### src/rtl/mp2pea_pkg.sv
// mp2pea_pkg: shared widths, FSM state and control struct for the MP2 pair-energy accumulator.
// No dependencies; used by mp2pea_muldiv and mp2_pair_energy_accumulator.
package mp2pea_pkg;

  localparam int unsigned IN_W      = 32;  // Q8.24 input fields
  localparam int unsigned DEN_W     = 34;  // exact sum of four Q8.24 values
  localparam int unsigned MCAND_W   = 33;  // |2I-K| < 3*2^31
  localparam int unsigned MPLIER_W  = 32;  // |I| <= 2^31
  localparam int unsigned DMAG_W    = 33;  // |D| < 2^33
  localparam int unsigned PROD_W    = MCAND_W + MPLIER_W;
  localparam int unsigned NUM_W     = 73;  // product < 2^64, shifted left by up to 9
  localparam int unsigned ACC_W     = 64;  // Q32.32 accumulators and quotients
  localparam int unsigned MUL_STEPS = MPLIER_W;
  localparam int unsigned DIV_STEPS = NUM_W;
  localparam int unsigned CNT_W     = 7;

  localparam logic [ACC_W-1:0] ACC_MAX = {1'b0, {(ACC_W-1){1'b1}}};
  localparam logic [ACC_W-1:0] ACC_MIN = {1'b1, {(ACC_W-1){1'b0}}};

  typedef enum logic [2:0] {
    ST_IDLE,
    ST_MUL,
    ST_DIV,
    ST_TERM,
    ST_ACC,
    ST_EMIT
  } state_e;

  // Sequencer commands to the serial multiply/divide lanes.
  typedef struct packed {
    logic load;
    logic mul_step;
    logic mul_last;
    logic div_step;
  } ctrl_t;

  typedef struct packed {
    logic [ACC_W-1:0] value;
    logic             sat;
  } sat_t;

endpackage

### src/rtl/mp2pea_muldiv.sv
// mp2pea_muldiv: one bit-serial lane, shift-add multiply then restoring divide by |D|.
// Depends on mp2pea_pkg for widths and the ctrl_t command struct.
module mp2pea_muldiv (
  input  logic                                clk_i,
  input  mp2pea_pkg::ctrl_t                   ctrl_i,
  input  logic [mp2pea_pkg::MCAND_W-1:0]      mcand_i,
  input  logic [mp2pea_pkg::MPLIER_W-1:0]     mplier_i,
  input  logic [mp2pea_pkg::DMAG_W-1:0]       dmag_i,
  input  logic                                shift8_i,
  output logic [mp2pea_pkg::ACC_W-1:0]        quot_o,
  output logic                                quot_ovf_o
);

  logic [mp2pea_pkg::MCAND_W-1:0]  mcand_q;
  logic [mp2pea_pkg::MPLIER_W-1:0] mplier_q;
  logic [mp2pea_pkg::MCAND_W-1:0]  hi_q;
  logic [mp2pea_pkg::MPLIER_W-1:0] lo_q;
  logic [mp2pea_pkg::NUM_W-1:0]    num_q;
  logic [mp2pea_pkg::DMAG_W-1:0]   rem_q;
  logic [mp2pea_pkg::ACC_W-1:0]    quot_q;
  logic                            qovf_q;

  logic [mp2pea_pkg::MCAND_W:0]    mul_sum;
  logic [mp2pea_pkg::PROD_W-1:0]   prod_next;
  logic [mp2pea_pkg::NUM_W-1:0]    num_init;
  logic [mp2pea_pkg::DMAG_W:0]     trial;
  logic                            trial_ge;

  // One multiplier bit per cycle: add, then shift the partial product right.
  assign mul_sum   = {1'b0, hi_q} + (mplier_q[0] ? {1'b0, mcand_q} : '0);
  assign prod_next = {mul_sum, lo_q[mp2pea_pkg::MPLIER_W-1:1]};
  // Weight 1 scales by 2^8, weight 2 by 2^9.
  assign num_init  = shift8_i ? {1'b0, prod_next[mp2pea_pkg::ACC_W-1:0], 8'd0}
                              : {prod_next[mp2pea_pkg::ACC_W-1:0], 9'd0};

  // One quotient bit per cycle.
  assign trial    = {rem_q, num_q[mp2pea_pkg::NUM_W-1]};
  assign trial_ge = (trial >= {1'b0, dmag_i});

  always_ff @(posedge clk_i) begin
    if (ctrl_i.load) begin
      mcand_q  <= mcand_i;
      mplier_q <= mplier_i;
      hi_q     <= '0;
      lo_q     <= '0;
    end else if (ctrl_i.mul_step) begin
      mplier_q <= mplier_q >> 1;
      hi_q     <= mul_sum[mp2pea_pkg::MCAND_W:1];
      lo_q     <= {mul_sum[0], lo_q[mp2pea_pkg::MPLIER_W-1:1]};
    end

    if (ctrl_i.mul_last) begin
      num_q  <= num_init;
      rem_q  <= '0;
      quot_q <= '0;
      qovf_q <= 1'b0;
    end else if (ctrl_i.div_step) begin
      num_q  <= num_q << 1;
      rem_q  <= trial_ge ? mp2pea_pkg::DMAG_W'(trial - {1'b0, dmag_i})
                         : trial[mp2pea_pkg::DMAG_W-1:0];
      quot_q <= {quot_q[mp2pea_pkg::ACC_W-2:0], trial_ge};
      qovf_q <= qovf_q | quot_q[mp2pea_pkg::ACC_W-1];
    end
  end

  assign quot_o     = quot_q;
  assign quot_ovf_o = qovf_q;

endmodule

### src/rtl/mp2_pair_energy_accumulator.sv
// MP2 pair-energy accumulator top level; depends on mp2pea_pkg and two mp2pea_muldiv lanes.
// Sequence: after an element is taken, a bit-serial multiply and divide, a saturate step
//   (ST_TERM) and an accumulate step (ST_ACC); a last element's result is registered from ST_EMIT.
// Input stalls until the sequencer is back in ST_IDLE, so no new element is taken before the
//   last one is done; a zero denominator skips the lanes, and ST_EMIT waits on output stalls.
// Reset (rst_ni low, async): sums and sticky flags clear, sequencer idles, no result pending.
module mp2_pair_energy_accumulator (
  input  logic                                  clk_i,
  input  logic                                  rst_ni,
  // Element channel
  input  logic                                  in_valid_i,
  output logic                                  in_stall_o,
  input  logic signed [mp2pea_pkg::IN_W-1:0]    integral_ab_i,
  input  logic signed [mp2pea_pkg::IN_W-1:0]    integral_ba_i,
  input  logic signed [mp2pea_pkg::IN_W-1:0]    occ_energy_i_i,
  input  logic signed [mp2pea_pkg::IN_W-1:0]    occ_energy_j_i,
  input  logic signed [mp2pea_pkg::IN_W-1:0]    vir_energy_a_i,
  input  logic signed [mp2pea_pkg::IN_W-1:0]    vir_energy_b_i,
  input  logic                                  same_pair_i,
  input  logic                                  last_element_i,
  // Result channel
  output logic                                  out_valid_o,
  input  logic                                  out_stall_i,
  output logic signed [mp2pea_pkg::ACC_W-1:0]   corr_energy_o,
  output logic signed [mp2pea_pkg::ACC_W-1:0]   os_energy_o,
  output logic                                  zero_denominator_o,
  output logic                                  saturated_o
);

  // ---------------------------------------------------------------------------
  // Saturation helpers
  // ---------------------------------------------------------------------------

  // Apply the sign to a quotient magnitude and clamp to the signed 64-bit range.
  function automatic mp2pea_pkg::sat_t term_sat(input logic [mp2pea_pkg::ACC_W-1:0] q,
                                                input logic ovf,
                                                input logic neg);
    mp2pea_pkg::sat_t r;
    r.value = neg ? (~q + mp2pea_pkg::ACC_W'(1)) : q;
    r.sat   = 1'b0;
    if (!neg && (ovf || q[mp2pea_pkg::ACC_W-1])) begin
      r.value = mp2pea_pkg::ACC_MAX;
      r.sat   = 1'b1;
    end
    // Exactly 2^63 negated is the most negative value and does not count as saturation.
    if (neg && (ovf || (q[mp2pea_pkg::ACC_W-1] && (q[mp2pea_pkg::ACC_W-2:0] != '0)))) begin
      r.value = mp2pea_pkg::ACC_MIN;
      r.sat   = 1'b1;
    end
    return r;
  endfunction

  // Two's-complement add that clamps on signed overflow.
  function automatic mp2pea_pkg::sat_t add_sat(input logic [mp2pea_pkg::ACC_W-1:0] a,
                                               input logic [mp2pea_pkg::ACC_W-1:0] b);
    mp2pea_pkg::sat_t             r;
    logic [mp2pea_pkg::ACC_W-1:0] s;
    s     = a + b;
    r.sat = (a[mp2pea_pkg::ACC_W-1] == b[mp2pea_pkg::ACC_W-1]) &&
            (s[mp2pea_pkg::ACC_W-1] != a[mp2pea_pkg::ACC_W-1]);
    if (r.sat) begin
      r.value = a[mp2pea_pkg::ACC_W-1] ? mp2pea_pkg::ACC_MIN : mp2pea_pkg::ACC_MAX;
    end else begin
      r.value = s;
    end
    return r;
  endfunction

  // ---------------------------------------------------------------------------
  // Declarations
  // ---------------------------------------------------------------------------
  mp2pea_pkg::state_e             state_q, state_d;
  logic [mp2pea_pkg::CNT_W-1:0]   cnt_q, cnt_d;
  mp2pea_pkg::ctrl_t              ctrl;

  logic                           in_acc;
  logic                           emit_go;

  logic [mp2pea_pkg::DEN_W-1:0]   den;
  logic [mp2pea_pkg::DEN_W-1:0]   den_mag;
  logic [mp2pea_pkg::DEN_W-1:0]   aval;
  logic [mp2pea_pkg::DEN_W-1:0]   aval_mag;
  logic [mp2pea_pkg::IN_W:0]      ival_mag;
  logic                           den_zero;

  // Per-element captures
  logic                           same_pair_q;
  logic                           last_q;
  logic                           neg1_q;
  logic                           dneg_q;
  logic [mp2pea_pkg::DMAG_W-1:0]  dmag_q;

  // Lane results and signed terms
  logic [mp2pea_pkg::ACC_W-1:0]   quot1, quot2;
  logic                           qovf1, qovf2;
  mp2pea_pkg::sat_t               term1_sat, term2_sat;
  logic [mp2pea_pkg::ACC_W-1:0]   term1_q, term2_q;

  // Running state
  logic [mp2pea_pkg::ACC_W-1:0]   corr_sum_q;
  logic [mp2pea_pkg::ACC_W-1:0]   os_sum_q;
  logic                           zdiv_q;
  logic                           ovf_q;
  mp2pea_pkg::sat_t               corr_add, os_add;

  // Result register
  logic                           out_valid_q;
  logic [mp2pea_pkg::ACC_W-1:0]   corr_out_q;
  logic [mp2pea_pkg::ACC_W-1:0]   os_out_q;
  logic                           zdiv_out_q;
  logic                           sat_out_q;

  // ---------------------------------------------------------------------------
  // Input decode: denominator, 2I-K and magnitudes, all exact
  // ---------------------------------------------------------------------------
  assign in_stall_o = (state_q != mp2pea_pkg::ST_IDLE);
  assign in_acc     = in_valid_i && !in_stall_o;

  assign den  = {{2{occ_energy_i_i[mp2pea_pkg::IN_W-1]}}, occ_energy_i_i}
              + {{2{occ_energy_j_i[mp2pea_pkg::IN_W-1]}}, occ_energy_j_i}
              - {{2{vir_energy_a_i[mp2pea_pkg::IN_W-1]}}, vir_energy_a_i}
              - {{2{vir_energy_b_i[mp2pea_pkg::IN_W-1]}}, vir_energy_b_i};
  assign aval = {integral_ab_i[mp2pea_pkg::IN_W-1], integral_ab_i, 1'b0}
              - {{2{integral_ba_i[mp2pea_pkg::IN_W-1]}}, integral_ba_i};

  assign den_mag  = den[mp2pea_pkg::DEN_W-1] ? (~den + 1'b1) : den;
  assign aval_mag = aval[mp2pea_pkg::DEN_W-1] ? (~aval + 1'b1) : aval;
  assign ival_mag = integral_ab_i[mp2pea_pkg::IN_W-1]
                  ? (~{1'b1, integral_ab_i} + 1'b1)
                  : {1'b0, integral_ab_i};
  assign den_zero = (den == '0);

  // ---------------------------------------------------------------------------
  // Sequencer
  // ---------------------------------------------------------------------------
  assign emit_go = (state_q == mp2pea_pkg::ST_EMIT) && (!out_valid_q || !out_stall_i);

  always_ff @(posedge clk_i or negedge rst_ni) begin
    if (!rst_ni) begin
      state_q <= mp2pea_pkg::ST_IDLE;
      cnt_q   <= '0;
    end else begin
      state_q <= state_d;
      cnt_q   <= cnt_d;
    end
  end

  always_comb begin
    state_d = state_q;
    cnt_d   = cnt_q;
    ctrl    = '0;
    case (state_q)
      mp2pea_pkg::ST_IDLE: begin
        if (in_acc) begin
          ctrl.load = 1'b1;
          cnt_d     = '0;
          // A zero denominator adds nothing: skip straight to the accumulate step.
          state_d   = den_zero ? mp2pea_pkg::ST_ACC : mp2pea_pkg::ST_MUL;
        end
      end
      mp2pea_pkg::ST_MUL: begin
        ctrl.mul_step = 1'b1;
        if (cnt_q == mp2pea_pkg::CNT_W'(mp2pea_pkg::MUL_STEPS - 1)) begin
          ctrl.mul_last = 1'b1;
          cnt_d         = '0;
          state_d       = mp2pea_pkg::ST_DIV;
        end else begin
          cnt_d = cnt_q + 1'b1;
        end
      end
      mp2pea_pkg::ST_DIV: begin
        ctrl.div_step = 1'b1;
        if (cnt_q == mp2pea_pkg::CNT_W'(mp2pea_pkg::DIV_STEPS - 1)) begin
          cnt_d   = '0;
          state_d = mp2pea_pkg::ST_TERM;
        end else begin
          cnt_d = cnt_q + 1'b1;
        end
      end
      mp2pea_pkg::ST_TERM: begin
        state_d = mp2pea_pkg::ST_ACC;
      end
      mp2pea_pkg::ST_ACC: begin
        state_d = last_q ? mp2pea_pkg::ST_EMIT : mp2pea_pkg::ST_IDLE;
      end
      mp2pea_pkg::ST_EMIT: begin
        // Hold until the result register is free or being drained.
        if (emit_go) begin
          state_d = mp2pea_pkg::ST_IDLE;
        end
      end
      default: begin
        state_d = mp2pea_pkg::ST_IDLE;
      end
    endcase
  end

  // ---------------------------------------------------------------------------
  // Serial lanes: corr lane computes |2I-K|*|I|, second lane |I|*|I|, both over |D|
  // ---------------------------------------------------------------------------
  mp2pea_muldiv u_corr_lane (
    .clk_i      (clk_i),
    .ctrl_i     (ctrl),
    .mcand_i    (aval_mag[mp2pea_pkg::MCAND_W-1:0]),
    .mplier_i   (ival_mag[mp2pea_pkg::MPLIER_W-1:0]),
    .dmag_i     (dmag_q),
    .shift8_i   (same_pair_q),
    .quot_o     (quot1),
    .quot_ovf_o (qovf1)
  );

  mp2pea_muldiv u_os_lane (
    .clk_i      (clk_i),
    .ctrl_i     (ctrl),
    .mcand_i    (ival_mag[mp2pea_pkg::MCAND_W-1:0]),
    .mplier_i   (ival_mag[mp2pea_pkg::MPLIER_W-1:0]),
    .dmag_i     (dmag_q),
    .shift8_i   (same_pair_q),
    .quot_o     (quot2),
    .quot_ovf_o (qovf2)
  );

  assign term1_sat = term_sat(quot1, qovf1, neg1_q);
  assign term2_sat = term_sat(quot2, qovf2, dneg_q);

  // Capture per-element operands and zero the terms; they stay zero when the denominator vanished.
  always_ff @(posedge clk_i) begin
    if (in_acc) begin
      same_pair_q <= same_pair_i;
      last_q      <= last_element_i;
      neg1_q      <= aval[mp2pea_pkg::DEN_W-1] ^ integral_ab_i[mp2pea_pkg::IN_W-1]
                   ^ den[mp2pea_pkg::DEN_W-1];
      dneg_q      <= den[mp2pea_pkg::DEN_W-1];
      dmag_q      <= den_mag[mp2pea_pkg::DMAG_W-1:0];
      term1_q     <= '0;
      term2_q     <= '0;
    end else if (state_q == mp2pea_pkg::ST_TERM) begin
      term1_q <= term1_sat.value;
      term2_q <= term2_sat.value;
    end
  end

  // ---------------------------------------------------------------------------
  // Saturating accumulators and sticky flags
  // ---------------------------------------------------------------------------
  assign corr_add = add_sat(corr_sum_q, term1_q);
  assign os_add   = add_sat(os_sum_q, term2_q);

  always_ff @(posedge clk_i or negedge rst_ni) begin
    if (!rst_ni) begin
      corr_sum_q <= '0;
      os_sum_q   <= '0;
      zdiv_q     <= 1'b0;
      ovf_q      <= 1'b0;
    end else if (emit_go) begin
      // Result is handed off: start the next sum from scratch.
      corr_sum_q <= '0;
      os_sum_q   <= '0;
      zdiv_q     <= 1'b0;
      ovf_q      <= 1'b0;
    end else begin
      if (in_acc && den_zero) begin
        zdiv_q <= 1'b1;
      end
      if ((state_q == mp2pea_pkg::ST_TERM) && (term1_sat.sat || term2_sat.sat)) begin
        ovf_q <= 1'b1;
      end
      if (state_q == mp2pea_pkg::ST_ACC) begin
        corr_sum_q <= corr_add.value;
        os_sum_q   <= os_add.value;
        if (corr_add.sat || os_add.sat) begin
          ovf_q <= 1'b1;
        end
      end
    end
  end

  // ---------------------------------------------------------------------------
  // Result register: holds one transaction while the consumer stalls
  // ---------------------------------------------------------------------------
  always_ff @(posedge clk_i or negedge rst_ni) begin
    if (!rst_ni) begin
      out_valid_q <= 1'b0;
    end else if (emit_go) begin
      out_valid_q <= 1'b1;
    end else if (!out_stall_i) begin
      out_valid_q <= 1'b0;
    end
  end

  always_ff @(posedge clk_i) begin
    if (emit_go) begin
      corr_out_q <= corr_sum_q;
      os_out_q   <= os_sum_q;
      zdiv_out_q <= zdiv_q;
      sat_out_q  <= ovf_q;
    end
  end

  assign out_valid_o        = out_valid_q;
  assign corr_energy_o      = corr_out_q;
  assign os_energy_o        = os_out_q;
  assign zero_denominator_o = zdiv_out_q;
  assign saturated_o        = sat_out_q;

  // ---------------------------------------------------------------------------
  // Assertions
  // ---------------------------------------------------------------------------
  a_mul_cnt_range: assert property (@(posedge clk_i) disable iff (!rst_ni)
    (state_q == mp2pea_pkg::ST_MUL) |->
      (cnt_q < mp2pea_pkg::CNT_W'(mp2pea_pkg::MUL_STEPS)))
    else $error("multiply step count out of range");

  a_div_cnt_range: assert property (@(posedge clk_i) disable iff (!rst_ni)
    (state_q == mp2pea_pkg::ST_DIV) |->
      (cnt_q < mp2pea_pkg::CNT_W'(mp2pea_pkg::DIV_STEPS)))
    else $error("divide step count out of range");

  a_zero_den_skip: assert property (@(posedge clk_i) disable iff (!rst_ni)
    (in_acc && den_zero) |=>
      (state_q == mp2pea_pkg::ST_ACC) && (term1_q == '0) && (term2_q == '0) && zdiv_q)
    else $error("zero denominator element did not bypass the lanes");

  a_acc_sat_flag: assert property (@(posedge clk_i) disable iff (!rst_ni)
    ((state_q == mp2pea_pkg::ST_ACC) && (corr_add.sat || os_add.sat)) |=> ovf_q)
    else $error("accumulator saturation not recorded");

  a_emit_clears: assert property (@(posedge clk_i) disable iff (!rst_ni)
    emit_go |=> out_valid_q && (corr_sum_q == '0) && (os_sum_q == '0) && !zdiv_q && !ovf_q)
    else $error("sum state not cleared after result hand-off");

endmodule
### config.mk
export PLATFORM = sky130hd
export DESIGN_NAME = mp2_pair_energy_accumulator
export DESIGN_NICKNAME = d
export VERILOG_FILES = /design/src/rtl/mp2pea_pkg.sv /design/src/rtl/mp2pea_muldiv.sv /design/src/rtl/mp2_pair_energy_accumulator.sv
export SDC_FILE = /design/constraint.sdc
export NUM_CORES = 2
export LEC_CHECK = 0
export BUFFER_PORTS_ARGS = -buffer_cell sky130_fd_sc_hd__buf_2
export CELL_PAD_IN_SITES_DETAIL_PLACEMENT = 1
export CELL_PAD_IN_SITES_GLOBAL_PLACEMENT = 1
export CORE_UTILIZATION = 25
export CTS_CLUSTER_SIZE = 20
export DETAILED_ROUTE_END_ITERATION = 6
export GPL_TIMING_DRIVEN = 0
export HOLD_SLACK_MARGIN = 0.05
export PLACE_DENSITY_LB_ADDON = 0.25
export SETUP_SLACK_MARGIN = 0.4
export SYNTH_ARGS = -nofsm -noshare
export SYNTH_HDL_FRONTEND = slang
export SYNTH_HIERARCHICAL = 1
export SYNTH_SLANG_ARGS = --single-unit
### constraint.sdc
create_clock -name clk_i -period 9.6 [get_ports clk_i]
set_clock_uncertainty 0.1 [all_clocks]
set_input_delay 0.96 -clock clk_i [delete_from_list [all_inputs] [get_ports clk_i]]
set_output_delay 0.96 -clock clk_i [all_outputs]
set_load 0.1 [all_outputs]
==> run summary <==
Status - finished, final reports clean
FP Rows - 186
DIE AREA - 262,000 um^2
DRC viols - 0
Synth top area cells - edfxtp_1 (20%), dfxtp_1 (14%), ha_1 (6.4%)
Inserted Clock Buffers - 130
Main synth FF type - dfxtp_1
Crit path from - occ_energy_i_i[0]
RSZ-0062 raised after global routing - false
CP Capture Type - flip-flop
Yosys reg bits - 1,020
Met2 usage in global routing - 27.1%
GR met1 Demand/Resource - 21.5%
Synth top cells by count - nand2_1 (723), nor2_1 (699), a21oi_1 (645), dfxtp_1 (452), edfxtp_1 (427)
Mux contribution to synthesized area - 6.95%
Synth area leader - edfxtp_1
Leakage - 31.8 nW
Mapped Nets - 7,823
Synth Area in Compound Gates - 18.6%
CTS resizes - 0
Setup CP Type - primary input to flip-flop
Largest family of logic cells by synthesized area - compound AO/OA/AOI/OAI gates
Rel. slew slack - 3.53%
Hold Path Class - primary input to flip-flop
Number of fill cells - 30,200
Least-Margin Pin Slew - 1.44 ns
Nets@finish - 8,297
Wirelength per Cell - 19.2 um
DIE WIDTH - 512 um
DR pass1 iterations - 7
Worst path required time - 10.17 ns
Antenna violations before repair - 6
Startpoint types - primary input
Simple-gate share of the synthesized area - 16.8%
Post-synth EDFFs - 427
Final Max Slew Viols - 0
Maximum clock rate - 0.158 GHz
Core box area - 258,000 um^2
Hold_buf cts - 1
Crit Path Max Fanout - 6
Final setup TNS - 0 ns
First-pass GRT wire length - 336,000 um
Synth Area in XOR/XNOR - 5.63%
GRT Total Usage - 16.0%
Worst EP arrival - 6.89 ns
TritonCTS clock tree - built
R2R Path Start - os_sum_q[1]
Worst-skew pair later-pin latency - 0.78 ns
CTS clk-pin slew, worst paths - 0.06 ns
Total number of vias - 55,400
Final hold viol count - 0
Sink Count - 1,020
Pwr dens - 197 nW/um^2
H-tree levels - 4
Final WL - 215,000 um
Hold Path Origin - same_pair_i
GPL Wtd Cong - 0.862
Port bufs - 329
Most frequent cell after synthesis - nand2_1
Vias in the first global route - 57,500
Post-CTS setup buffer count - 0
Synth Instances - 7,222
Area Growth Syn to Fin - 16.2%
R2R depth - 14
Dpl ws - 2.40 ns
Reg-to-reg slack, setup - 4.12 ns
Share of cells above drive strength 1 - 9.90%
Worst Hold Depth - 1
Final setup fails - 0
Chip height - 512 um
# IOs - 330
Vias per cell - 4.95
Post-route ant nets - 0
Clock buffer depth - 3
Synth top area share - 19.7%
Max Cap Viol - 0
Placed wire-length estimate - 169,000 um
Layer with the highest usage - met2
Peak VDD IR - 0.118 mV
Post-Syn Area - 65,100 um^2
Warnings from Yosys - 6
GRT overflow - 0
Setup WS post-layout - 3.28 ns
Synth async-reset ratio - 13.8%
Worst Hold Path EP - same_pair_q
Synth Area in Adders - 8.58%
Root buf cell - clkbuf_16
Starting density of the core - 25.2%
R2r endpoint - os_sum_q[53]
Initial DRC count - 2,612
Count of different cell masters after synthesis - 127
Syn avg cell area - 9.01 um^2
Crit share post-route - 65.9%
Fin crit period - 6.32 ns
Met3 GRT Util - 2.05%
Largest net degree at the start of global routing - 73
Post-synthesis sequential area ratio - 39.0%
==> logic make-up (layout without fill, tap and decap cells) <==
kind of cell | count (synthesis) | count (layout)
and+or+nand+nor | 2336 | 2336
adders and majority gates | 403 | 403
xor gates and xnor gates | 418 | 418
other | 1 | 3
AOI/OAI and AO/OA | 1891 | 1891
muxes | 443 | 443
buffers and inverters | 710 | 1293
DFF | 1020 | 1020
==> metrics by stage <==
step                      cells  power (mW)  utilization, %  hold WS (ns)  instance area, um^2
final                     11200        14.9            29.3         0.275                75600
after global routing      11200        15.8            29.3         0.229                75600
after CTS                 11200        15.1            29.3         0.208                75600
after detailed placement  10900        9.93            27.6         0.341                71200
after global placement    10900        9.83            27.5         0.342                70900
after floorplan            7222        8.73               -         0.326                65100
==> state kept, by name, indices dropped and copies added (netlist names), 64 cells and up <==
name and count:
corr_energy_o 64, corr_sum_q 64, os_energy_o 64, os_sum_q 64, term1_q 64, term2_q 64
u_corr_lane/num_q 65, u_corr_lane/quot_o 64, u_os_lane/num_q 65, u_os_lane/quot_o 64
==> cell usage in the layout, fill, tap and decap left out, types with 53 or more instances in the layout <==
cell type / count
dfrtp_1: 141
o31ai_1: 53
clkbuf_16: 135
nand2_1: 723
ha_1: 331
o21ai_0: 375
inv_1: 332
o21a_1: 56
a31oi_1: 67
nand4_1: 74
mux2_2: 69
nand2b_1: 71
a211oi_1: 86
and2_1: 107
buf_2: 355
mux2i_1: 374
nand3_1: 152
o211ai_1: 60
xnor2_1: 252
nor3_1: 179
xor2_1: 166
edfxtp_1: 427
a21oi_1: 644
clkbuf_1: 313
o21bai_1: 57
nor2_1: 698
dfxtp_1: 452
fa_1: 72
a21o_1: 142
==> critical path, cell delays in order <==
cell and delay (ns):
buf_2 0.11, fa_1 0.54, inv_1 0.05, fa_1 0.48, inv_1 0.04, ha_1 0.22
fa_1 0.41, a21o_1 0.26, a221oi_2 0.29, xor2_1 0.28, nand3b_1 0.16, or3_1 0.45
nor2_1 0.24, nor4b_1 0.89, or4b_4 0.60, nor3_4 0.26, nand3_2 0.30, a31o_1 0.32
==> report_power, final <==
part           internal (mW)  leakage [nW]  switching (mW)  total [mW]
clock network           3.02          2.14            2.03        5.05
logic                   1.71          20.4            2.58        4.29
registers               5.21          9.26           0.325        5.54
total                   9.94          31.8            4.93        14.9
==> layer usage <==
metal	wire length [um]	vias up	part of all wire [%]
met2	101000	782	47
met3	6540	254	3.0
met4	4520	2	2.1
met1	103000	27300	48
met5	13	-	0.0061
li1	-	27100	-
==> worst max-delay path by stage <==
stage | end | slack [ns]
after detailed placement | state_q[0] | 2.40
after global routing | state_q[0] | 2.86
final | state_q[0] | 3.28
after CTS | state_q[0] | 3.26
after floorplan | os_sum_q[60] | 2.89
after global placement | corr_sum_q[12] | -1.67
==> layout make-up <==
class / instances / area (um^2) / area share (%)
inverters: 336 / 1270 / 1.67
plain buffers: 374 / 1570 / 2.07
diodes: 2 / 5.00 / 0.00662
flip-flops and latches: 1020 / 25400 / 33.6
repair buffers: 342 / 1900 / 2.51
well taps: 3384 / 4230 / 5.60
multi-input cells: 5492 / 36900 / 48.7
clock buffers: 174 / 3610 / 4.78
clock inverters: 67 / 773 / 1.02
(Power assumes the default switching activity.)
